===== src/rtl/core/bcpg_pkg.sv =====
// ----------------------------------------------------------------------------
// bcpg_pkg
// Shared types and constants of the Bezier curve point generator.
// ----------------------------------------------------------------------------
package bcpg_pkg;

   // Control point counts that select a curve.
   localparam logic [2:0] CNT_QUAD  = 3'd3;
   localparam logic [2:0] CNT_CUBIC = 3'd4;

   // Result coordinates are in sixteenths of a pixel.
   localparam int OUT_BITS = 16;
   // Rounding works on 32*num + den over 2*den, so the numerator moves up five bits.
   localparam int ROUND_SHIFT = 5;

   typedef struct packed {
      logic valid;
      logic last;
      logic cubic;
   } bcpg_ctl_type;

endpackage


===== src/rtl/core/bcpg_mac.sv =====
// ----------------------------------------------------------------------------
// bcpg_mac
// Bernstein weights for one index, weighted sums of the control points.
// ----------------------------------------------------------------------------
module bcpg_mac #(
   parameter int STEPS      = 30,
   parameter int COORD_BITS = 12,
   parameter int IW         = 5,
   parameter int PW         = 27
) (
   input  logic                       clock,
   input  logic                       reset,
   input  logic                       adv,
   input  bcpg_pkg::bcpg_ctl_type     ctl_in,
   input  logic [IW-1:0]              idx,
   input  logic [3:0][COORD_BITS-1:0] xs,
   input  logic [3:0][COORD_BITS-1:0] ys,
   output bcpg_pkg::bcpg_ctl_type     ctl_out,
   output logic [PW-1:0]              num_x,
   output logic [PW-1:0]              num_y
);
   import bcpg_pkg::*;

   localparam int DW = $clog2(STEPS * STEPS * STEPS + 1);
   localparam int EW = 3 * IW + 2;
   localparam logic [EW-1:0] S_E     = EW'(STEPS);
   localparam logic [EW-1:0] TWO_S_E = EW'(2 * STEPS);
   localparam logic [EW-1:0] THREE_E = EW'(3);

   bcpg_ctl_type               ctl1_ff, ctl2_ff, ctl3_ff, ctl4_ff;
   logic [IW-1:0]              u1_ff, i1_ff;
   logic [2*IW-1:0]            u2_ff, ui_ff, i2_ff;
   logic [3:0][COORD_BITS-1:0] xs1_ff, ys1_ff, xs2_ff, ys2_ff;
   logic [3:0][DW-1:0]         w_ff, w_in;
   logic [3:0][PW-1:0]         px_ff, py_ff;
   logic [PW-1:0]              numx_ff, numy_ff;
   logic [IW-1:0]              u;
   logic [EW-1:0]              e0, e1, e2, e3;

   assign u = IW'(STEPS) - idx;

   // The quadratic weights are scaled by STEPS so both curves share the cube denominator.
   always_comb begin
      if (ctl1_ff.cubic) begin
         e0 = EW'(u2_ff) * EW'(u1_ff);
         e1 = THREE_E * EW'(u2_ff) * EW'(i1_ff);
         e2 = THREE_E * EW'(u1_ff) * EW'(i2_ff);
         e3 = EW'(i2_ff) * EW'(i1_ff);
      end else begin
         e0 = S_E * EW'(u2_ff);
         e1 = TWO_S_E * EW'(ui_ff);
         e2 = S_E * EW'(i2_ff);
         e3 = '0;
      end
      w_in[0] = DW'(e0);
      w_in[1] = DW'(e1);
      w_in[2] = DW'(e2);
      w_in[3] = DW'(e3);
   end

   always_ff @(posedge clock) begin
      if (reset) begin
         ctl1_ff.valid <= 1'b0;
         ctl2_ff.valid <= 1'b0;
         ctl3_ff.valid <= 1'b0;
         ctl4_ff.valid <= 1'b0;
      end else if (adv) begin
         ctl1_ff <= ctl_in;
         ctl2_ff <= ctl1_ff;
         ctl3_ff <= ctl2_ff;
         ctl4_ff <= ctl3_ff;
      end
   end

   always_ff @(posedge clock) begin
      if (adv) begin
         u1_ff  <= u;
         i1_ff  <= idx;
         u2_ff  <= (2*IW)'(u) * (2*IW)'(u);
         ui_ff  <= (2*IW)'(u) * (2*IW)'(idx);
         i2_ff  <= (2*IW)'(idx) * (2*IW)'(idx);
         xs1_ff <= xs;
         ys1_ff <= ys;

         w_ff   <= w_in;
         xs2_ff <= xs1_ff;
         ys2_ff <= ys1_ff;

         for (int k = 0; k < 4; k++) begin
            px_ff[k] <= PW'(w_ff[k]) * PW'(xs2_ff[k]);
            py_ff[k] <= PW'(w_ff[k]) * PW'(ys2_ff[k]);
         end

         numx_ff <= px_ff[0] + px_ff[1] + px_ff[2] + px_ff[3];
         numy_ff <= py_ff[0] + py_ff[1] + py_ff[2] + py_ff[3];
      end
   end

   assign ctl_out = ctl4_ff;
   assign num_x   = numx_ff;
   assign num_y   = numy_ff;

endmodule


===== config.mk =====
export PLATFORM = sky130hd
export DESIGN_NAME = bcpg_mac
export DESIGN_NICKNAME = d
export VERILOG_FILES = /design/src/rtl/core/bcpg_pkg.sv /design/src/rtl/core/bcpg_mac.sv
export SDC_FILE = /design/constraint.sdc
export NUM_CORES = 2
export LEC_CHECK = 0
export BUFFER_PORTS_ARGS = -buffer_cell sky130_fd_sc_hd__clkbuf_2
export CAP_MARGIN = 20
export CORE_ASPECT_RATIO = 1.75
export CORE_MARGIN = 4
export CORE_UTILIZATION = 60
export CTS_BUF_LIST = sky130_fd_sc_hd__clkbuf_8
export DETAILED_ROUTE_END_ITERATION = 10
export PLACE_DENSITY_LB_ADDON = 0.08
export SLEW_MARGIN = 10
export SYNTH_ARGS = -nofsm -noshare
export SYNTH_HDL_FRONTEND = slang
export SYNTH_SLANG_ARGS = --single-unit

===== constraint.sdc =====
create_clock -name clock -period 7.49 [get_ports clock]
set_input_delay 0.3745 -clock clock [delete_from_list [all_inputs] [get_ports clock]]
set_output_delay 0.3745 -clock clock [all_outputs]
set_load 0.1 [all_outputs]

# == After elaboration in Yosys (flattened, before gate mapping) ==
# Index checks and enable logic that the tools add are counted.
# W data, S select, Z words.
# op_classes
bitwise_logic,1
mux,3
n_addsub,7
multipliers,20
n_reduce_logical,1
# ops
op,count
$mul A15 B12 Y27,8
$add A27 B27 Y27,6
$mux W15,3
$mul A10 B5 Y15,2
$mul A5 B5 Y10,3
$mul A4 B10 Y14 const A,2
$mul A12 B5 Y15,1
$mul A7 B10 Y15,1
$mul A4 B10 Y13 const A,1
$mul A2 B10 Y12 const A,1
$mul A2 B5 Y7 const A,1
$sub A5 B5 Y5 const A,1
$reduce_and A2 Y1,1
$not A1 Y1,1
# totals
output_inout_bits,57
regBits,574
elab_cells,82

# == Logic depth before layout (Yosys ltp) ==
# logic_depth
word_depth,3
mapped_depth,23

# == Worst setup path before layout ==
# No wires, ideal clock.
# synth_path
kind,register to register
start,reg ys2_ff[39] (netlist bit)
end,reg py_ff[106] (netlist bit) (data pin)
path_buffers,1
stages_incl_launch_ff,23
period_less_slack_ns,5.744
setup_ns,0.262
path_slack_ns,1.746
required_ns,7.228
arrival_ns,5.482
path_cell_list,edfxtp_1 -> clkbuf_1 -> nand2_1 -> fa_1 -> inv_1 -> fa_1 -> inv_1 -> fa_1 -> inv_1 -> fa_1 -> inv_1 -> fa_1 -> inv_1 -> ha_1 -> nand2_1 -> nand2_1 -> or4_1 -> o22ai_1 -> o211ai_1 -> o41a_1 -> a21oi_1 -> o21ai_1 -> xor2_1
# synth_between
elab_chain_cells,1
# synth_lines
item,line,text
from (decl),bcpg_mac.sv:33,"logic [3:0][COORD_BITS-1:0] xs1_ff, ys1_ff, xs2_ff, ys2_ff;"
from (signal assigned),bcpg_mac.sv:87,ys2_ff <= ys1_ff;
$mul A15 B12 Y27,bcpg_mac.sv:91,py_ff[k] <= PW'(w_ff[k]) * PW'(ys2_ff[k]);
"to (signal, indexed assignment)",bcpg_mac.sv:91,
to (decl),bcpg_mac.sv:35,"logic [3:0][PW-1:0] px_ff, py_ff;"
# No other way between the ends.
# A chain may end at the register's enable or synchronous reset.

# == Final worst setup path ==
# layout_path
start,reg w_ff[46] (netlist bit)
end,reg py_ff[106] (netlist bit) (data pin)
# layout_between
elab_chain_cells,1
# layout_lines
item,line,text
from (decl),bcpg_mac.sv:34,"logic [3:0][DW-1:0] w_ff, w_in;"
from (signal assigned),bcpg_mac.sv:85,w_ff <= w_in;
$mul A15 B12 Y27,bcpg_mac.sv:91,
# No other way between the ends.

==> out/summary.log <==
INFO  outcome        outcome=finished clean
INFO  routing        detailedRoute.firstIterationViolations=3,253
INFO  timing         layout_worst_path_cycle_share=88.6%
INFO  critical_path  cp_arrival=7.21ns
INFO  global_routing grt_use_met1=33.0%
INFO  timing         fin_tns_setup=0ns
INFO  global_routing grt_util_all_layers=30.8%
INFO  global_routing grtUsageMet2=57.2%
INFO  critical_path  start_kind=flop
INFO  floorplan      die_width=279um
INFO  global_routing pin_count_of_the_biggest_net_entering_global_routing=135
INFO  layout         most_common_cell_after_layout_fill_and_taps_aside=sky130_fd_sc_hd__inv_1
INFO  routing        drt_first_pass_iters=7
INFO  synthesis      synth_cells=7,648
INFO  synthesis      netlist_top_cells_area=sky130_fd_sc_hd__fa_1 34%, sky130_fd_sc_hd__edfxtp_1 22%, sky130_fd_sc_hd__ha_1 13%
INFO  synthesis      synth_seq_cells=564
INFO  clock_tree     tritoncts.num_buffers=93
INFO  critical_path  largest_fanout_on_the_critical_path=24
INFO  layout         drive_above_1_share=4.82%
INFO  synthesis      synth-warning-count=0
INFO  floorplan      rows=173
INFO  layout         final_core_utilization=64.8%
INFO  timing         slew_violations=0
INFO  critical_path  cp-end-kind=flop
INFO  global_routing overflow=0
INFO  layout         final_nets=10,020
INFO  synthesis      synthesis.area=77,000um^2
INFO  layout         synthToLayoutAreaGrowth=7.09%
INFO  floorplan      initial_core_utilization=60.5%
INFO  timing         post-route-min-period=6.64ns
INFO  routing        routedWlPerCell=20.8um
INFO  timing         fmaxAchievable=0.151GHz
INFO  timing         report.final.hold_viol_count=0
INFO  synthesis      ys_seq_area_share=21.9%
INFO  clock_tree     clock_tree_buffer_depth=3
INFO  critical_path  kind_of_critical_path=reg2reg
INFO  clock_tree     cts_resized=0
INFO  routing        total_length_of_routed_wires=200mm
INFO  flow_run       cap_viol_max_count=0
INFO  timing         hold_ws=0.253ns
INFO  timing         setup_viol_count_final=0
INFO  synthesis      synth.largest_area_cell=sky130_fd_sc_hd__fa_1
INFO  global_routing grt_use_met3=3.55%
INFO  routing        vias=53,885
INFO  synthesis      edff_count_synth=560
INFO  clock_tree     cts.reportedPaths.clkPinSlew=0.08ns
INFO  placed_design  detailed_place_hpwl=161mm
INFO  routing        postRouteAntennaNets=0
INFO  floorplan      die_y=482um
INFO  placed_design  global_placer_s_final_weighted_congestion=0.932
INFO  synthesis      ys_dominant_reg_cell=sky130_fd_sc_hd__edfxtp_1
INFO  synthesis      yosys.cell_types.count=75
INFO  timing         rsz0062_at_grt=false
INFO  clock_tree     cts.root.buffer_cell=sky130_fd_sc_hd__clkbuf_8
INFO  floorplan      fp.coreArea=127,000um^2
INFO  min_path       worstHoldPathType=in2reg
INFO  timing         maxSlewHeadroom=22.2%
INFO  floorplan      ios=164
INFO  routing        route.detailed.vias_per_inst=5.63
INFO  routing        post-route-drc-count=0
INFO  layout         multi_input_area=53,500um^2
INFO  global_routing grt_pass1_vias=59,752
INFO  critical_path  crit_required=8.06ns
INFO  timing         worst_clock_skew=0.0583ns
INFO  clock_tree     clock_insertion_delay_worst_skew=0.84ns
INFO  global_routing grt_pass1_wl=318mm
INFO  layout         seq_area=16,900um^2
INFO  clock_tree     cts_tree=yes
INFO  placed_design  buffer_ports.inserted=163
INFO  global_routing antenna_found_initial=10
INFO  timing         worst-slew-pin-transition=1.17ns
INFO  global_routing globalRoute.busiestLayer=met2
INFO  synthesis      yosys.area.top_type_share=34.1%
INFO  clock_tree     htree_levels=3
INFO  layout         final.fill_count=10,584
INFO  layout         layout.cells.most_common_list=1,543 x sky130_fd_sc_hd__inv_1, 1,312 x sky130_fd_sc_hd__fa_1, 1,253 x sky130_fd_sc_hd__nand2_1, 773 x sky130_fd_sc_hd__ha_1, 560 x sky130_fd_sc_hd__edfxtp_1
INFO  floorplan      die_footprint=134,000um^2
INFO  clock_tree     clock_sink_count=564
INFO  synthesis      ys_async_sr_fraction=0%
INFO  synthesis      avgSynthCellArea=10.1um^2
## worst paths after layout
check,slack (ns),cells past startpoint,end,startpoint
worst min-delay path,0.25,2,xs1_ff[25],xs[25]
worst max register to register,0.85,19,py_ff[106],w_ff[46]
worst min register to register,0.41,0,ctl3_ff[0],ctl2_ff[0]
worst max-delay path,0.85,19,py_ff[106],w_ff[46]
## repair_timing
action,4_1_cts,5_1_grt
endpoints found under the hold margin,140,0
hold buffers,106,0
buffers inserted,0,0
setup endpoints to repair,0,0
## Yosys cell counts (all sizes together), types with 9 or more instances
library cell  instances
inv                1526
fa                 1312
nand2              1253
ha                  773
edfxtp              560
and2                485
clkbuf              262
a21oi               253
xnor2               240
nor2                188
a21o                123
o21ai               103
xor2                 84
o21bai               50
o21a                 49
nor2b                44
nand3                42
nand2b               33
nor3                 33
and3                 20
a211oi               17
a31oi                17
or3                  13
nand4                11
mux2i                10
o211ai                9
## routing by layer
layer / part of all wire [%] / vias to the layer above / wire length (um)
met2: 53 / 1610 / 106000
met4: 7.9 / 2 / 15900
met1: 35 / 27507 / 69000
li1: - / 24088 / -
met5: 0.0060 / - / 12
met3: 4.5 / 678 / 9040
## through the flow
step | instances | setup slack [ns] | cell area (um^2)
3_5_place_dp | 9289 | 0.910 | 79500
6_report | 9579 | 0.852 | 82500
4_1_cts | 9562 | 0.926 | 82400
2_1_floorplan | 7662 | 1.75 | 77100
3_3_place_gp | 9289 | 1.01 | 79500
5_1_grt | 9573 | 0.509 | 82500
## cell type report
cell class | count | area share (%)
timing repair buffer | 333 | 2.92
tap | 1662 | 2.52
multi-input combinational | 5310 | 64.8
antenna | 17 | 0.0516
clock inverter | 74 | 0.713
sequential | 564 | 20.5
clock buffer | 93 | 1.55
inverter | 1526 | 6.94
## critical path: stages, from the launching register on
cell and delay, ns:
sky130_fd_sc_hd__edfxtp_1 1.12, sky130_fd_sc_hd__nand2_1 0.22, sky130_fd_sc_hd__fa_1 0.61, sky130_fd_sc_hd__fa_1 0.46, sky130_fd_sc_hd__fa_1 0.50, sky130_fd_sc_hd__inv_1 0.07
sky130_fd_sc_hd__fa_1 0.48, sky130_fd_sc_hd__inv_1 0.05, sky130_fd_sc_hd__fa_1 0.48, sky130_fd_sc_hd__inv_1 0.05, sky130_fd_sc_hd__ha_1 0.33, sky130_fd_sc_hd__nand2_1 0.09
sky130_fd_sc_hd__o21ai_0 0.16, sky130_fd_sc_hd__or4_1 0.43, sky130_fd_sc_hd__o22ai_1 0.31, sky130_fd_sc_hd__o211ai_1 0.21, sky130_fd_sc_hd__o41a_1 0.33, sky130_fd_sc_hd__a21oi_1 0.23
sky130_fd_sc_hd__o21ai_1 0.12, sky130_fd_sc_hd__xor2_1 0.15
## sequential cells by signal, indices dropped and copies added, names as in the netlist, 27 cells and up
signal and flops:
num_y 27, xs2_ff 48, xs1_ff 48, ys1_ff 48
py_ff 108, px_ff 108, ys2_ff 48, w_ff 57
num_x 27
## cells by family (layout without fill, tap and decap cells)
kind of cell / count (synthesis) / in the layout / share of synthesized area (%)
compound gates: 709 / 709 / 5.96
xor+xnor: 325 / 325 / 3.71
fa+ha+maj: 2085 / 2085 / 46.7
buf+inv: 1788 / 2026 / 8.71
flops: 564 / 564 / 21.9
mux: 14 / 14 / 0.188
other cells: 2 / 33 / 0.00975
simple gates: 2161 / 2161 / 12.8
Power is not shown: default switching activity piles up to over one toggle a cycle in this logic, so the estimate is an artifact.
