## src/rtl/core/bcpg_pkg.sv

```systemverilog
// ----------------------------------------------------------------------------
// bcpg_pkg
// Shared types and constants of the Bezier curve point generator.
// ----------------------------------------------------------------------------
package bcpg_pkg;

   // Control point counts that select a curve.
   localparam logic [2:0] CNT_QUAD  = 3'd3;
   localparam logic [2:0] CNT_CUBIC = 3'd4;

   // Result coordinates are in sixteenths of a pixel.
   localparam int OUT_BITS = 16;
   // Rounding works on 32*num + den over 2*den, so the numerator moves up five bits.
   localparam int ROUND_SHIFT = 5;

   typedef struct packed {
      logic valid;
      logic last;
      logic cubic;
   } bcpg_ctl_type;

endpackage

```

## src/rtl/core/bcpg_div.sv

```systemverilog
// ----------------------------------------------------------------------------
// bcpg_div
// Rounds both weighted sums to sixteenths of a pixel: a saturation check, then
// division by the constant denominator as a multiplication by its rounded-up
// reciprocal, split into four narrow partial products over two stages.
// ----------------------------------------------------------------------------
module bcpg_div #(
   parameter int STEPS      = 30,
   parameter int COORD_BITS = 12,
   parameter int PW         = 27
) (
   input  logic                                   clock,
   input  logic                                   reset,
   input  logic                                   adv,
   input  bcpg_pkg::bcpg_ctl_type                 ctl_in,
   input  logic [1:0][PW-1:0]                     num,
   output bcpg_pkg::bcpg_ctl_type                 ctl_out,
   output logic [1:0][bcpg_pkg::OUT_BITS-1:0]     val
);
   import bcpg_pkg::*;

   localparam int QB   = OUT_BITS;
   localparam int CUBE = STEPS * STEPS * STEPS;
   localparam int DW   = $clog2(CUBE + 1);
   localparam int RW   = DW + ((COORD_BITS + ROUND_SHIFT > QB + 1) ?
                               COORD_BITS + ROUND_SHIFT : QB + 1);
   localparam logic [RW-1:0] DEN     = RW'(CUBE);
   // Quotients of 2^16 and up clamp to all ones.
   localparam logic [RW-1:0] SAT_LIM = DEN << (QB + 1);
   // With RW plus clog2(2*DEN) fraction bits, the rounded-up reciprocal gives
   // the exact floor quotient for every RW-bit dividend.
   localparam longint unsigned DEN2  = 64'(2 * CUBE);
   localparam int              FB    = RW + $clog2(DEN2);
   localparam longint unsigned RECIP = ((64'd1 << FB) + DEN2 - 64'd1) / DEN2;
   localparam int              MB    = $clog2(RECIP + 64'd1);
   localparam int              PRW   = RW + MB;
   localparam int              NL    = RW / 2;
   localparam int              NH    = RW - NL;
   localparam int              ML    = MB / 2;
   localparam int              MH    = MB - ML;
   localparam logic [ML-1:0]   R_LO  = ML'(RECIP);
   localparam logic [MH-1:0]   R_HI  = MH'(RECIP >> ML);

   bcpg_ctl_type     ctl0_ff, ctl1_ff, ctl2_ff;
   logic [RW-1:0]    n0_ff   [2];
   logic             sat0_ff [2];
   logic             sat1_ff [2];
   logic [NL+ML-1:0] pll_ff  [2];
   logic [NL+MH-1:0] plh_ff  [2];
   logic [NH+ML-1:0] phl_ff  [2];
   logic [NH+MH-1:0] phh_ff  [2];
   logic [QB-1:0]    q_ff    [2];
   logic [RW-1:0]    n       [2];
   logic             sat     [2];
   logic [PRW-1:0]   prod    [2];

   always_comb begin
      for (int l = 0; l < 2; l++) begin
         n[l]    = (RW'(num[l]) << ROUND_SHIFT) + DEN;
         sat[l]  = (n[l] >= SAT_LIM);
         prod[l] = PRW'(pll_ff[l]) + (PRW'(plh_ff[l]) << ML)
                 + (PRW'(phl_ff[l]) << NL) + (PRW'(phh_ff[l]) << (NL + ML));
         val[l]  = q_ff[l];
      end
   end

   always_ff @(posedge clock) begin
      if (reset) begin
         ctl0_ff.valid <= 1'b0;
         ctl1_ff.valid <= 1'b0;
         ctl2_ff.valid <= 1'b0;
      end else if (adv) begin
         ctl0_ff <= ctl_in;
         ctl1_ff <= ctl0_ff;
         ctl2_ff <= ctl1_ff;
      end
   end

   // A saturated value skips the quotient and comes out as all ones.
   always_ff @(posedge clock) begin
      if (adv) begin
         for (int l = 0; l < 2; l++) begin
            n0_ff[l]   <= n[l];
            sat0_ff[l] <= sat[l];
            pll_ff[l]  <= (NL+ML)'(n0_ff[l][NL-1:0]) * (NL+ML)'(R_LO);
            plh_ff[l]  <= (NL+MH)'(n0_ff[l][NL-1:0]) * (NL+MH)'(R_HI);
            phl_ff[l]  <= (NH+ML)'(n0_ff[l][RW-1:NL]) * (NH+ML)'(R_LO);
            phh_ff[l]  <= (NH+MH)'(n0_ff[l][RW-1:NL]) * (NH+MH)'(R_HI);
            sat1_ff[l] <= sat0_ff[l];
            q_ff[l]    <= sat1_ff[l] ? '1 : prod[l][FB +: QB];
         end
      end
   end

   assign ctl_out = ctl2_ff;

endmodule

```

## config.mk

```make
export PLATFORM = sky130hd
export DESIGN_NAME = bcpg_div
export DESIGN_NICKNAME = d
export VERILOG_FILES = /design/src/rtl/core/bcpg_pkg.sv /design/src/rtl/core/bcpg_div.sv
export SDC_FILE = /design/constraint.sdc
export NUM_CORES = 2
export LEC_CHECK = 0
export BUFFER_PORTS_ARGS = -buffer_cell sky130_fd_sc_hd__buf_2
export CORE_ASPECT_RATIO = 0.9
export CORE_MARGIN = 2
export CORE_UTILIZATION = 35
export CTS_CLUSTER_DIAMETER = 150
export DETAILED_ROUTE_END_ITERATION = 8
export PLACE_DENSITY_LB_ADDON = 0.15
export SYNTH_ARGS = -nofsm -noshare
export SYNTH_HDL_FRONTEND = slang
export SYNTH_SLANG_ARGS = --single-unit
```

## constraint.sdc

```tcl
create_clock -name clock -period 7.65 [get_ports clock]
set_input_delay 1.53 -clock clock [delete_from_list [all_inputs] [get_ports clock]]
set_output_delay 1.53 -clock clock [all_outputs]
set_load 0.005 [all_outputs]
```

* Word-level counts from Yosys, hierarchy flattened
Memories as Yosys holds them, arrays and structs flattened.
Cells that the tools add are included.
W data, S select, Z words.
** Storage, ports and cells
- Bits in read-only memories :: 0
- Memories :: 8
- Memory bits (writable) :: 340
- Output and inout bits :: 35
- Input bits :: 60
- Register bits after elaboration :: 9
- Bits in latches :: 0
** Cells by class
- Muxes and demuxes :: 4
- $mul :: 8
- $lt $le $gt $ge :: 2
- $add $sub $neg :: 8
- Bitwise gates (word level) :: 1
- Shift operators :: 0
- Equal/unequal tests :: 0
- Reductions and logical operators :: 1
- Div/mod/pow operators :: 0
** Memories
- n0_ff :: depth 2, width 32, rd ports 2, clocked after Yosys merged registers in 0, write ports 2, line bcpg_div.sv:45 : logic [RW-1:0] n0_ff [2];
- phl_ff :: depth 2, width 31, rd ports 2, clocked after Yosys merged registers in 0, write ports 2, line bcpg_div.sv:50 : logic [NH+ML-1:0] phl_ff [2];
- pll_ff :: depth 2, width 31, rd ports 2, clocked after Yosys merged registers in 0, write ports 2, line bcpg_div.sv:48 : logic [NL+ML-1:0] pll_ff [2];
- phh_ff :: depth 2, width 29, rd ports 2, clocked after Yosys merged registers in 0, write ports 2, line bcpg_div.sv:51 : logic [NH+MH-1:0] phh_ff [2];
- plh_ff :: depth 2, width 29, rd ports 2, clocked after Yosys merged registers in 0, write ports 2, line bcpg_div.sv:49 : logic [NL+MH-1:0] plh_ff [2];
- q_ff :: depth 2, width 16, rd ports 2, clocked after Yosys merged registers in 0, write ports 2, line bcpg_div.sv:52 : logic [QB-1:0] q_ff [2];
- 2 more memories
** Operator list (count)
- $add A51 B64 Y64 :: 2
- $mul A16 B15 Y31 const B :: 4
- $mul A16 B13 Y29 const B :: 4
- $add A50 B48 Y51 :: 2
- $add A32 B49 Y50 :: 2
- $add A32 B15 Y32 const B :: 2
- $ge A32 B32 Y1 const B :: 2
- $mux W16 :: 2
- $mux W1 :: 2
- $reduce_and A2 Y1 :: 1
- $not A1 Y1 :: 1

* Logic depth before layout (Yosys ltp)
An unclocked memory read counts as a cell.
- Word-level depth :: 5
- Mapped depth :: 22
- Depth with buffers taken out :: 22

* Worst setup path after synthesis
OpenSTA, ideal clock, no wires.
- Kind :: register to register
- Start :: mem n0_ff[0][10] (netlist name)
- End :: mem pll_ff[0][29] (netlist name) (data pin)
- Setup time :: 278 ps
- Slack :: 2023 ps
- Data arrival time :: 5350 ps
- Stages on the path, launching flop included :: 21
- Buffers on the path :: 0
- Cell sequence :: edfxtp_1 -> ha_1 -> inv_1 -> fa_1 -> inv_1 -> fa_1 -> inv_1 -> fa_1 -> fa_1 -> inv_1 -> ha_1 -> ha_1 -> o21ai_0 -> a21oi_1 -> and2_1 -> a41o_1 -> a41oi_1 -> o21ai_1 -> a41oi_1 -> and2b_1 -> o311ai_0
** RTL lines (line)
- start: declaration :: bcpg_div.sv:45
- end: declaration :: bcpg_div.sv:48

==> reports/metrics.yaml <==
status:
  status: "completed"
sta:
  clock-skew-final_ns: 0.02737
  post-route-period-util_pct: 83.38
  setup_viol: 0
  tns_ns: 0
  min_period_ns: 6.379
  max_slew.worst_pin.slew_ns: 0.9774
  hold_viol: 0
  rsz0062_at_grt: "no"
  max_freq_mhz: 156.8
  slew_viol_final: 0
  relSlewSlack_pct: 34.84
  setup_slack_ns: 1.271
global_routing:
  track_usage_pct: 16.91
  grt_pass1_vias: 28520
  grt.overflow.total: 0
  gr-usage-met2_pct: 27.41
  grt_busiest_layer: "met2"
  grt_use_met1_pct: 24.09
  grt_pass1_wl_um: 161800
  gr-usage-met3_pct: 2.526
  antenna_found_initial: 7
  grt_max_degree: 116
clock_tree:
  cts.repair.resized: 0
  cts-root-buf: "clkbuf_16"
  cts_setup_buffers: 0
  cts.clk_slew.worst_paths_ns: 0.06
  numCtsBuffers: 39
  clk_latency_ns: 0.61
  cts_tree: "built"
  numClockSinks: 293
  clock_path_buffers: 3
  cts_max_level: 2
  ctsHoldBuffers: 0
logic_synthesis:
  ys_seq_area_share_pct: 20.77
  yosys_warnings: 0
  syn-instance-count: 3916
  yosysTopAreaCell: "fa_1"
  syn-num-nets: 5383
  synth_cell_types: 81
  synth_mux_area_share_pct: 0.2638
  synth-simple-area-share_pct: 6.416
  synth_top_family_by_area: "adder cells"
  synth_area_leaders: "fa_1, ha_1, edfxtp_1"
  synth_adder_area_share_pct: 51.66
  synth_area_per_cell_sq_um: 10.78
  synth_top_area_share_pct: 26.55
  syn-cell-area_sq_um: 42220
  synth_edf_count: 290
  synth-async-reset-ratio_pct: 0
  synth_xor_xnor_area_share_pct: 4.958
  synth_compound_area_share_pct: 7.382
  synth_ff_type: "edfxtp_1"
  ys_ff_latch: 293
drt:
  drtIter0Drc: 1427
  drc: 0
  drt_pass1_iterations: 5
  final_antenna_net_count: 0
  post_drt_via_cell_ratio: 4.713
  detail_route.wirelength_um: 100300
  wl_per_cell_um: 17.68
  num_vias: 26750
layout:
  fin_nets: 5526
  area_growth_pct: 9.063
  seq_area_sq_um: 8768
  layout-drive-gt1-share_pct: 4.966
  final_util_pct: 38.58
  multi_input_area_sq_um: 29840
  fin_cells: 5676
  fillers: 11820
critical_path:
  cp.required_ns: 8.00
  crit_chain: "ha_1, xor2_1, ha_1, nand2b_1, ha_1, ha_1, inv_1, fa_1, inv_1, ha_1, ha_1, fa_1, a21o_1, a21o_1, a21oi_1, o21ai_0, a211oi_1, o31ai_1, buf_4, or2_2, a41o_1, xor2_1"
  setup.worst_path.end_class: "flop"
  start_kind: "flop"
  cp.buffers_inverters: 3
  cpMaxStageDelayCell: "edfxtp_1"
  cp.arrival_ns: 6.73
  cp_top_family: "adder cells"
  regToRegSetupSlack_ns: 1.27
  crit_type: "flop to flop"
  critPathMaxFanout: 12
  cpMostUsedCell: "ha_1"
  cp_slowest_stage_delay_ns: 0.64
placement:
  gp_congestion: 0.8524
  dp_hpwl_um: 84690
  dpl.cell_count: 5604
  port_buffers: 94
  place_ws_ns: 1.333
worst_hold_path:
  hold_class: "flop to flop"
die:
  die_w_um: 370.1
  core_area_sq_um: 119400
  initial_core_util_pct: 35.37
  fp.dieArea_sq_um: 123400
  io_pins: 95
  fp.dieH_um: 333.5
  rows: 120
flow_run:
  maxCapViolations: 0
[worst reg2reg max path: cells and delay by family (launching register included)]
| kind | cells | cell delay, ns |
|---|---|---|
| flops | 1 | 0.64 |
| simple gates | 2 | 0.38 |
| buf+inv | 3 | 0.25 |
| compound gates | 7 | 1.60 |
| xor+xnor | 2 | 0.69 |
| fa+ha+maj | 8 | 2.57 |
[metrics by stage]
stage	hold slack, ns	cell area (sq um)
floorplan	0.4003	42220
global placement	0.4011	44780
detailed placement	0.4056	44780
CTS	0.4195	46040
global route	0.4327	46040
finish	0.4172	46050
[cell families (layout without fill, tap and decap cells)]
kind of cell	Yosys count	count (layout)
multiplexers	11	11
buffers and inverters	962	1134
AO/OA/AOI/OAI	471	471
AND/OR/NAND/NOR	533	533
flip-flops	293	293
adder cells (fa/ha/maj)	1407	1407
XOR/XNOR	239	239
other	0	2
[metal layers]
layer	wire, um	up-vias	share of wire, %
met4	1396	8	1.4
met1	49280	13140	49
met2	45760	301	46
li1	-	13240	-
met5	45	-	0.045
met3	3844	71	3.8
[state kept, by name, indices dropped and copies added, names as in the netlist]
signal / flops
sat1_ff: 2
q_ff: 32
ctl0_ff: 3
sat0_ff: 2
phl_ff: 60
phh_ff: 56
plh_ff: 46
n0_ff: 54
ctl1_ff: 3
ctl_out: 3
pll_ff: 32
[final cells by class]
cell class                 count  share of cell area, %
multi-input combinational   2661                  64.80
sequential                   293                  19.04
inverter                     955                  7.785
tap                         1586                  4.310
clock buffer                  47                  2.318
timing repair buffer         109                  1.315
clock inverter                23                 0.4158
antenna                        2                0.01087
[path summary, 6_finish.rpt]
path                startpoint            end  depth (start not counted)
hold / removal      ctl0_ff[0]     ctl1_ff[0]                          0
setup / recovery  n0_ff[0][18]  phl_ff[0][28]                         22
hold reg to reg     ctl0_ff[0]     ctl1_ff[0]                          0
setup reg to reg  n0_ff[0][18]  phl_ff[0][28]                         22
[cells in the final DEF (no fill, tap or decap), types with 7 or more instances in the layout]
cell / count
nor2_1: 117
inv_1: 955
o21a_1: 22
xor2_1: 79
and3_1: 32
a211oi_1: 28
clkinv_2: 8
mux2i_1: 10
o211ai_1: 14
clkbuf_16: 40
nand2b_1: 36
a41oi_1: 7
nand4_1: 22
nand2_1: 115
or2_2: 14
a31oi_1: 15
o21ai_0: 72
and2_1: 11
or3_1: 18
xnor2_1: 160
nor3_1: 60
buf_2: 93
fa_1: 560
edfxtp_1: 290
o21bai_1: 16
nand3_1: 45
buf_4: 14
a21oi_1: 141
a21o_1: 78
ha_1: 847
nor2b_1: 32
[cell usage after synthesis (6+ instances only)]
| cell type | number |
|---|---|
| o21bai_1 | 16 |
| nor3_1 | 60 |
| a41oi_1 | 7 |
| mux2i_1 | 10 |
| nor2b_1 | 32 |
| or2_2 | 14 |
| o21ai_0 | 72 |
| a211oi_1 | 28 |
| nand4_1 | 22 |
| a21o_1 | 78 |
| and3_1 | 32 |
| and4_1 | 6 |
| a21boi_0 | 6 |
| nor2_1 | 117 |
| inv_1 | 955 |
| fa_1 | 560 |
| or3_1 | 18 |
| and2_1 | 11 |
| a21oi_1 | 141 |
| o21a_1 | 22 |
| ha_1 | 847 |
| xnor2_1 | 160 |
| a41o_1 | 6 |
| nand2_1 | 115 |
| clkbuf_1 | 6 |
| xor2_1 | 79 |
| nand3_1 | 45 |
| edfxtp_1 | 290 |
| a31oi_1 | 15 |
| nand2b_1 | 36 |
| o211ai_1 | 14 |
| a31o_2 | 6 |
Power is not shown: default switching activity piles up to over one toggle a cycle in this logic, so the estimate is an artifact.
