`config.mk`:
```
export PLATFORM = sky130hd
export DESIGN_NAME = bcpg_seq_flat
export DESIGN_NICKNAME = d
export VERILOG_FILES = /design/src/rtl/core/bcpg_pkg.sv /design/src/rtl/core/bcpg_if.sv /design/src/rtl/core/bcpg_seq.sv /design/src/flat_wrapper.sv
export SDC_FILE = /design/constraint.sdc
export NUM_CORES = 1
export LEC_CHECK = 0
export BUFFER_PORTS_ARGS = -buffer_cell sky130_fd_sc_hd__buf_2
export CORE_MARGIN = 2
export CORE_UTILIZATION = 42
export CTS_CLUSTER_DIAMETER = 40
export CTS_CLUSTER_SIZE = 25
export DETAILED_ROUTE_END_ITERATION = 10
export PLACE_DENSITY = 0.82
export SETUP_SLACK_MARGIN = 0.5
export SLEW_MARGIN = 15
export SYNTH_ARGS = -nofsm -noshare
export SYNTH_HDL_FRONTEND = slang
export SYNTH_SLANG_ARGS = --single-unit
```
`constraint.sdc`:
```
create_clock -name clock -period 4.6 [get_ports clock]
set_input_delay 0.23 -clock clock [delete_from_list [all_inputs] [get_ports clock]]
set_output_delay 0.23 -clock clock [all_outputs]
set_load 0.05 [all_outputs]
```
`src/rtl/core/bcpg_pkg.sv`:
```
// ----------------------------------------------------------------------------
// bcpg_pkg
// Shared types and constants of the Bezier curve point generator.
// ----------------------------------------------------------------------------
package bcpg_pkg;

   // Control point counts that select a curve.
   localparam logic [2:0] CNT_QUAD  = 3'd3;
   localparam logic [2:0] CNT_CUBIC = 3'd4;

   // Result coordinates are in sixteenths of a pixel.
   localparam int OUT_BITS = 16;
   // Rounding works on 32*num + den over 2*den, so the numerator moves up five bits.
   localparam int ROUND_SHIFT = 5;

   typedef struct packed {
      logic valid;
      logic last;
      logic cubic;
   } bcpg_ctl_type;

endpackage

```
`src/rtl/core/bcpg_if.sv`:
```
// ----------------------------------------------------------------------------
// bcpg request and response channels
// Valid/ready channels that carry control points in and curve points out.
// ----------------------------------------------------------------------------
interface bcpg_req_if #(
   parameter int COORD_BITS = 12
) ();
   logic                  valid;
   logic                  ready;
   logic [2:0]            point_count;
   logic [COORD_BITS-1:0] p0_x;
   logic [COORD_BITS-1:0] p0_y;
   logic [COORD_BITS-1:0] p1_x;
   logic [COORD_BITS-1:0] p1_y;
   logic [COORD_BITS-1:0] p2_x;
   logic [COORD_BITS-1:0] p2_y;
   logic [COORD_BITS-1:0] p3_x;
   logic [COORD_BITS-1:0] p3_y;

   modport source (output valid, point_count, p0_x, p0_y, p1_x, p1_y, p2_x, p2_y,
                   p3_x, p3_y, input ready);
   modport sink   (input valid, point_count, p0_x, p0_y, p1_x, p1_y, p2_x, p2_y,
                   p3_x, p3_y, output ready);
endinterface


```
`src/rtl/core/bcpg_seq.sv`:
```
// ----------------------------------------------------------------------------
// bcpg_seq
// Holds the current request and steps the curve index from zero to STEPS.
// ----------------------------------------------------------------------------
module bcpg_seq #(
   parameter int STEPS      = 30,
   parameter int COORD_BITS = 12,
   parameter int IW         = 5
) (
   input  logic                               clock,
   input  logic                               reset,
   input  logic                               adv,
   bcpg_req_if.sink                           req,
   output bcpg_pkg::bcpg_ctl_type             ctl,
   output logic [IW-1:0]                      idx,
   output logic [3:0][COORD_BITS-1:0]         xs,
   output logic [3:0][COORD_BITS-1:0]         ys
);
   import bcpg_pkg::*;

   logic                       busy_ff, busy_in;
   logic [IW-1:0]              idx_ff, idx_in;
   logic                       cubic_ff, cubic_in;
   logic [3:0][COORD_BITS-1:0] xs_ff, ys_ff;
   logic                       is_last;
   logic                       accept;
   logic                       good;

   always_comb begin
      is_last   = busy_ff && (idx_ff == IW'(STEPS));
      // A new request loads as soon as the last index of the current one moves on.
      req.ready = !busy_ff || (adv && is_last);
      accept    = req.valid && req.ready;
      good      = (req.point_count == CNT_QUAD) || (req.point_count == CNT_CUBIC);
      busy_in   = busy_ff;
      idx_in    = idx_ff;
      cubic_in  = cubic_ff;
      if (accept) begin
         busy_in  = good;
         idx_in   = '0;
         cubic_in = (req.point_count == CNT_CUBIC);
      end else if (busy_ff && adv) begin
         if (is_last) begin
            busy_in = 1'b0;
         end else begin
            idx_in = idx_ff + IW'(1);
         end
      end
   end

   always_ff @(posedge clock) begin
      if (reset) begin
         busy_ff <= 1'b0;
      end else begin
         busy_ff <= busy_in;
      end
   end

   always_ff @(posedge clock) begin
      idx_ff   <= idx_in;
      cubic_ff <= cubic_in;
      if (accept) begin
         xs_ff <= {req.p3_x, req.p2_x, req.p1_x, req.p0_x};
         ys_ff <= {req.p3_y, req.p2_y, req.p1_y, req.p0_y};
      end
   end

   always_comb begin
      ctl.valid = busy_ff;
      ctl.last  = is_last;
      ctl.cubic = cubic_ff;
      idx       = idx_ff;
      xs        = xs_ff;
      ys        = ys_ff;
   end

endmodule

```
`src/flat_wrapper.sv`:
```
// flat-port wrapper written by rule: the top's interface ports become plain ports
module bcpg_seq_flat import bcpg_pkg::*;
#(
   parameter int STEPS      = 30,
   parameter int COORD_BITS = 12,
   parameter int IW         = 5
)
  (clock, reset, adv, ctl, idx, xs, ys, req_valid, req_point_count, req_p0_x, req_p0_y, req_p1_x, req_p1_y, req_p2_x, req_p2_y, req_p3_x, req_p3_y, req_ready);
  bcpg_req_if #(.COORD_BITS(COORD_BITS)) req_i ();
  input  logic clock;
  input  logic reset;
  input  logic adv;
  output bcpg_pkg::bcpg_ctl_type ctl;
  output logic [IW-1:0] idx;
  output logic [3:0][COORD_BITS-1:0] xs;
  output logic [3:0][COORD_BITS-1:0] ys;
  input wire logic [$bits(req_i.valid)-1:0] req_valid;
  input wire logic [$bits(req_i.point_count)-1:0] req_point_count;
  input wire logic [$bits(req_i.p0_x)-1:0] req_p0_x;
  input wire logic [$bits(req_i.p0_y)-1:0] req_p0_y;
  input wire logic [$bits(req_i.p1_x)-1:0] req_p1_x;
  input wire logic [$bits(req_i.p1_y)-1:0] req_p1_y;
  input wire logic [$bits(req_i.p2_x)-1:0] req_p2_x;
  input wire logic [$bits(req_i.p2_y)-1:0] req_p2_y;
  input wire logic [$bits(req_i.p3_x)-1:0] req_p3_x;
  input wire logic [$bits(req_i.p3_y)-1:0] req_p3_y;
  output wire logic [$bits(req_i.ready)-1:0] req_ready;
  assign req_i.valid = req_valid;
  assign req_i.point_count = req_point_count;
  assign req_i.p0_x = req_p0_x;
  assign req_i.p0_y = req_p0_y;
  assign req_i.p1_x = req_p1_x;
  assign req_i.p1_y = req_p1_y;
  assign req_i.p2_x = req_p2_x;
  assign req_i.p2_y = req_p2_y;
  assign req_i.p3_x = req_p3_x;
  assign req_i.p3_y = req_p3_y;
  assign req_ready = req_i.ready;
  bcpg_seq #(.STEPS(STEPS), .COORD_BITS(COORD_BITS), .IW(IW)) u_core (.clock(clock), .reset(reset), .adv(adv), .req(req_i), .ctl(ctl), .idx(idx), .xs(xs), .ys(ys));
endmodule
```
* After elaboration in Yosys (flattened, before gate mapping)
Cells that the tools add are included.
** Storage, ports and cells
- Word-level logic and storage cells :: 30
- Output and inout bits :: 105
- Bits of input ports :: 103
- Bits in registers :: 103
** Cells by class
- Reduce and logical (&&, ||, !) cells :: 11
- Add/subtract/negate cells :: 1
- Equality and inequality tests :: 3
- Mux-type cells :: 3
- Bitwise gates (word level) :: 1
** Operator list (number)
- 5-bit by 1-bit adder with 5-bit output (second input constant) :: 1
- 5-bit equality test (second input constant) :: 1
- 1-bit logical AND :: 4
- 2-bit AND reduction :: 2
- 2-bit nonzero test :: 2
- 3-bit by 2-bit equality test with 1-bit output (second input constant) :: 1
- 3-bit equality test (second input constant) :: 1
- 1-bit two-way mux :: 3
- 1-bit logical OR :: 2
- 1-bit logical NOT :: 1
- 1-bit inverter :: 1

* Logic depth before layout (Yosys ltp)
- Depth after elaboration :: 7
- Gate-level depth with buffers :: 6
- Gate-level depth less buffers :: 6

* Worst setup path after synthesis
No wires, ideal clock.
- Path kind :: reg-to-reg
- Start point :: reg u_core.idx_ff[1] (netlist: u_core.idx[1])
- End point :: reg u_core.cubic_ff, enable pin
- Arrival :: 3.986 ns
- Required time :: 4.134 ns
- Library setup time :: 0.466 ns
- Buffers on the path :: 0
- Period minus slack after synthesis :: 4.452 ns
- Cell stages (with the launch flop) :: 5
- Path slack :: 0.148 ns
- Cells stage by stage :: dfxtp_1 > ha_1 > nand2_1 > o21ai_2 > and2_1
** Between the ends
- Longest elaborated chain between the ends :: 5
** RTL lines
- start: declaration :: line bcpg_seq.sv:22 : logic [IW-1:0] idx_ff, idx_in;
- start signal: assignment :: line bcpg_seq.sv:60 : idx_ff <= idx_in;
- 5-bit equality test :: line bcpg_seq.sv:30 : is_last = busy_ff && (idx_ff == IW'(STEPS));
- 1-bit logical AND :: line bcpg_seq.sv:30
- 1-bit logical AND :: line bcpg_seq.sv:32 : req.ready = !busy_ff || (adv && is_last);
- 1-bit logical OR :: line bcpg_seq.sv:32
- net req_ready :: line flat_wrapper.sv:27 : output wire logic [$bits(req_i.ready)-1:0] req_ready;
- 1-bit logical AND :: line bcpg_seq.sv:33 : accept = req.valid && req.ready;
- net u_core.accept :: line bcpg_seq.sv:26 : logic accept;
- end signal: assignment :: line bcpg_seq.sv:61 : cubic_ff <= cubic_in;
- end: declaration :: line bcpg_seq.sv:23 : logic cubic_ff, cubic_in;
The timed path passes the listed nets, and every way through them passes these cells.
A chain may end at the register's enable or synchronous reset.

* Worst setup path after layout
- Start point :: reg u_core.idx_ff[0] (netlist: u_core.idx[0])
- End point :: reg u_core.xs_ff (netlist bit u_core.xs[32]), enable pin
** Between the ends
- Longest elaborated chain between the ends :: 5
** RTL lines
- 5-bit equality test :: line bcpg_seq.sv:30
- 1-bit logical AND :: line bcpg_seq.sv:30
- 1-bit logical AND :: line bcpg_seq.sv:32
- 1-bit logical OR :: line bcpg_seq.sv:32
- 1-bit logical AND :: line bcpg_seq.sv:33
- net u_core.accept :: line bcpg_seq.sv:26
- end signal: assignment :: line bcpg_seq.sv:63 : xs_ff <= {req.p3_x, req.p2_x, req.p1_x, req.p0_x};
- end: declaration :: line bcpg_seq.sv:24 : logic [3:0][COORD_BITS-1:0] xs_ff, ys_ff;
The timed path passes the listed nets, and every way through them passes these cells.

==> impl_metrics.tcl <==
set metrics [dict create \
    postCtsSetupBuffers 0 \
    worst_pin_slew_ns 0.4135 \
    drive_gt1_frac 0.6287 \
    crit_path_end_kind "flop" \
    post-route-min-period_ns 2.185 \
    grt_pass1_wl_microns 10100 \
    diodes 0 \
    syn-num-nets 256 \
    drt-initial-drc-count 102 \
    viasPerCell 4.529 \
    drv_cap 0 \
    synth_cell_types 27 \
    yosysMostFrequentCell "edfxtp_1" \
    synth_area_leaders "edfxtp_1 (87%), dfxtp_1 (3.6%), buf_4 (1.1%), a211oi_2 (0.75%), a21oi_1 (0.75%)" \
    synth_edf_count 97 \
    place_congestion 0.7718 \
    num_vias 2133 \
    track_usage 0.1564 \
    die_h_microns 93.42 \
    synth.top_cells.by_count "edfxtp_1 (97), dfxtp_1 (6), a21oi_1 (5), buf_4 (5), nand2_1 (5)" \
    synthCells 151 \
    route.met3.wl_microns 563 \
    rsz0062_at_grt "false" \
    yosysTopAreaCellShare 0.8674 \
    pwr_density_cell_nw_per_um2 414.1 \
    start_util 0.4346 \
    antenna_found_initial 0 \
    synth_area_per_cell_sq_um 22.24 \
    wl_per_cell_microns 15.27 \
    num-fill-cells 619 \
    clockBufferDepth 2 \
    setup_tns_ns 0 \
    post-route-period-util 0.4750 \
    maxSlewViolCount 0 \
    worstPathArrival_ns 2.21 \
    p_total_w 0.001940 \
    peakVddDrop_uv 224.0 \
    hold_buffers 0 \
    crit_type "flop to flop" \
    yosys.area.top_type "edfxtp_1" \
    crit_path_start_kind "flop" \
    clock_skew_ns 0.01335 \
    setup_violations 0 \
    hpwl_microns 5519 \
    h-tree-depth 3 \
    cts_resized 0 \
    worstHoldPathType "input pin to flop" \
    final_hold_viol_count 0 \
    async_reset_ff_frac 0 \
    core-area_sq_um 7727 \
    rows 32 \
    clock_latency_ns 0.35 \
    leakagePower_nw 2.015 \
    status "finished clean" \
    cts_made_buffers 9 \
    multi_input_area_sq_um 264.0 \
    ant_nets 0 \
    route.met2.wl_microns 3811 \
    num-nets-final 469 \
    netlist_area_sq_um 3358 \
    area_growth_pct 39.46 \
    ys_seq_elements 103 \
    seq_area_sq_um 3033 \
    top_layer "met4" \
    synth_seq_area_share 0.9031 \
    required_ns 4.62 \
    ys_warn_count 0 \
    portBuffers 207 \
    fmax_mhz 457.7 \
    drc 0 \
    first_pass_iters 4 \
    crit_fanout 69 \
    grt_max_degree 98 \
    dieArea_sq_um 8727 \
    grt_pass1_vias 2020 \
    ys.flop_type "edfxtp_1" \
    clock_sink_count 103 \
    wl_met1_microns 2646 \
    cts_root_buf "clkbuf_8" \
    cts_tree "built" \
    drt-total-wl_microns 7190 \
    io_pins 208 \
    cts.clk_slew.worst_paths_ns 0.09 \
    maxSlewHeadroom 0.7243 \
    die-width_microns 93.42 \
    gr-total-overflow 0 \
]
-- state kept, by name (all words and copies together), names as in the netlist --
name and flops:
u_core.idx 5, u_core.xs 48, u_core.ys 48, u_core.cubic_ff 1, u_core.busy_ff 1
-- worst paths after layout --
kind / endpoint / from / cells past startpoint / slack (ns)
min: u_core.busy_ff$_SDFFE_PP0P_ / reset / 2 / 0.03
max reg2reg: u_core.xs[32]$_DFFE_PP_ / u_core.idx[0]$_SDFFE_PP0P_ / 6 / 2.42
min reg2reg: u_core.idx[4]$_SDFFE_PP0P_ / u_core.idx[4]$_SDFFE_PP0P_ / 1 / 0.58
max: u_core.xs[32]$_DFFE_PP_ / u_core.idx[0]$_SDFFE_PP0P_ / 6 / 2.42
-- kinds of logic (layout without fill, tap and decap cells) --
group	count (synthesis)	in the layout	synth area share
AND/OR/NAND/NOR	17	17	0.02608
flip-flops	103	103	0.9031
buffers and inverters	10	228	0.01900
multiplexers	1	1	0.002981
AO/OA/AOI/OAI	18	18	0.04136
adder cells (fa/ha/maj)	2	2	0.007450
-- placed cells by master (no fill, tap or decap), types with 2 or more instances in the layout --
master	netlist	final
nand3_1	3	3
clkinv_4	0	2
a21oi_1	5	5
a211oi_2	2	2
nor2_1	3	3
clkbuf_8	0	9
o21ai_0	2	2
clkinvlp_4	0	2
nand2_1	5	5
inv_1	3	3
buf_2	0	207
dfxtp_1	6	6
ha_1	2	2
a22o_1	2	2
edfxtp_1	97	97
o21ai_2	2	2
-- metrics by stage --
step | area [sq um] | util | cells | setup slack, ns | hold WS, ns
final | 4683 | 0.6061 | 471 | 2.415 | 0.02724
after global routing | 4683 | 0.6061 | 471 | 2.238 | 0.006188
after CTS | 4656 | 0.6025 | 470 | 2.148 | 0.009999
after detailed placement | 4476 | 0.5792 | 454 | 2.161 | 0.3872
after global placement | 4476 | 0.5792 | 454 | 2.273 | 0.3857
after floorplan | 3359 | - | 151 | 1.187 | 0.2991
-- where the power goes --
group	internal [W]	switching, W	total (W)
logic	0.0000729	0.000252	0.000325
clock network	0.000205	0.000303	0.000508
registers	0.00109	0.0000151	0.00111
total	0.00137	0.000571	0.00194
-- worst max-delay path, cell delays in order (launching register included) --
cell     delay (ns)
dfxtp_1        0.36
inv_1          0.14
ha_1           0.26
nand2_1        0.11
o21ai_2        0.18
and2_4         0.43
buf_16         0.35
-- layout make-up --
type,instances,area share
Timing Repair Buffer,208,0.2271
Multi-Input combinational cell,38,0.05637
Clock inverter,6,0.01122
Tap cell,102,0.02725
Inverter,4,0.003206
Sequential cell,103,0.6476
Clock buffer,10,0.02725
-- layer usage --
metal	up-vias	GRT usage
met5	-	0
met4	0	0.07108
met3	18	0.04835
met2	112	0.2686
met1	993	0.1790
li1	1010	-
Note: power is estimated with default switching activity, not from simulation.
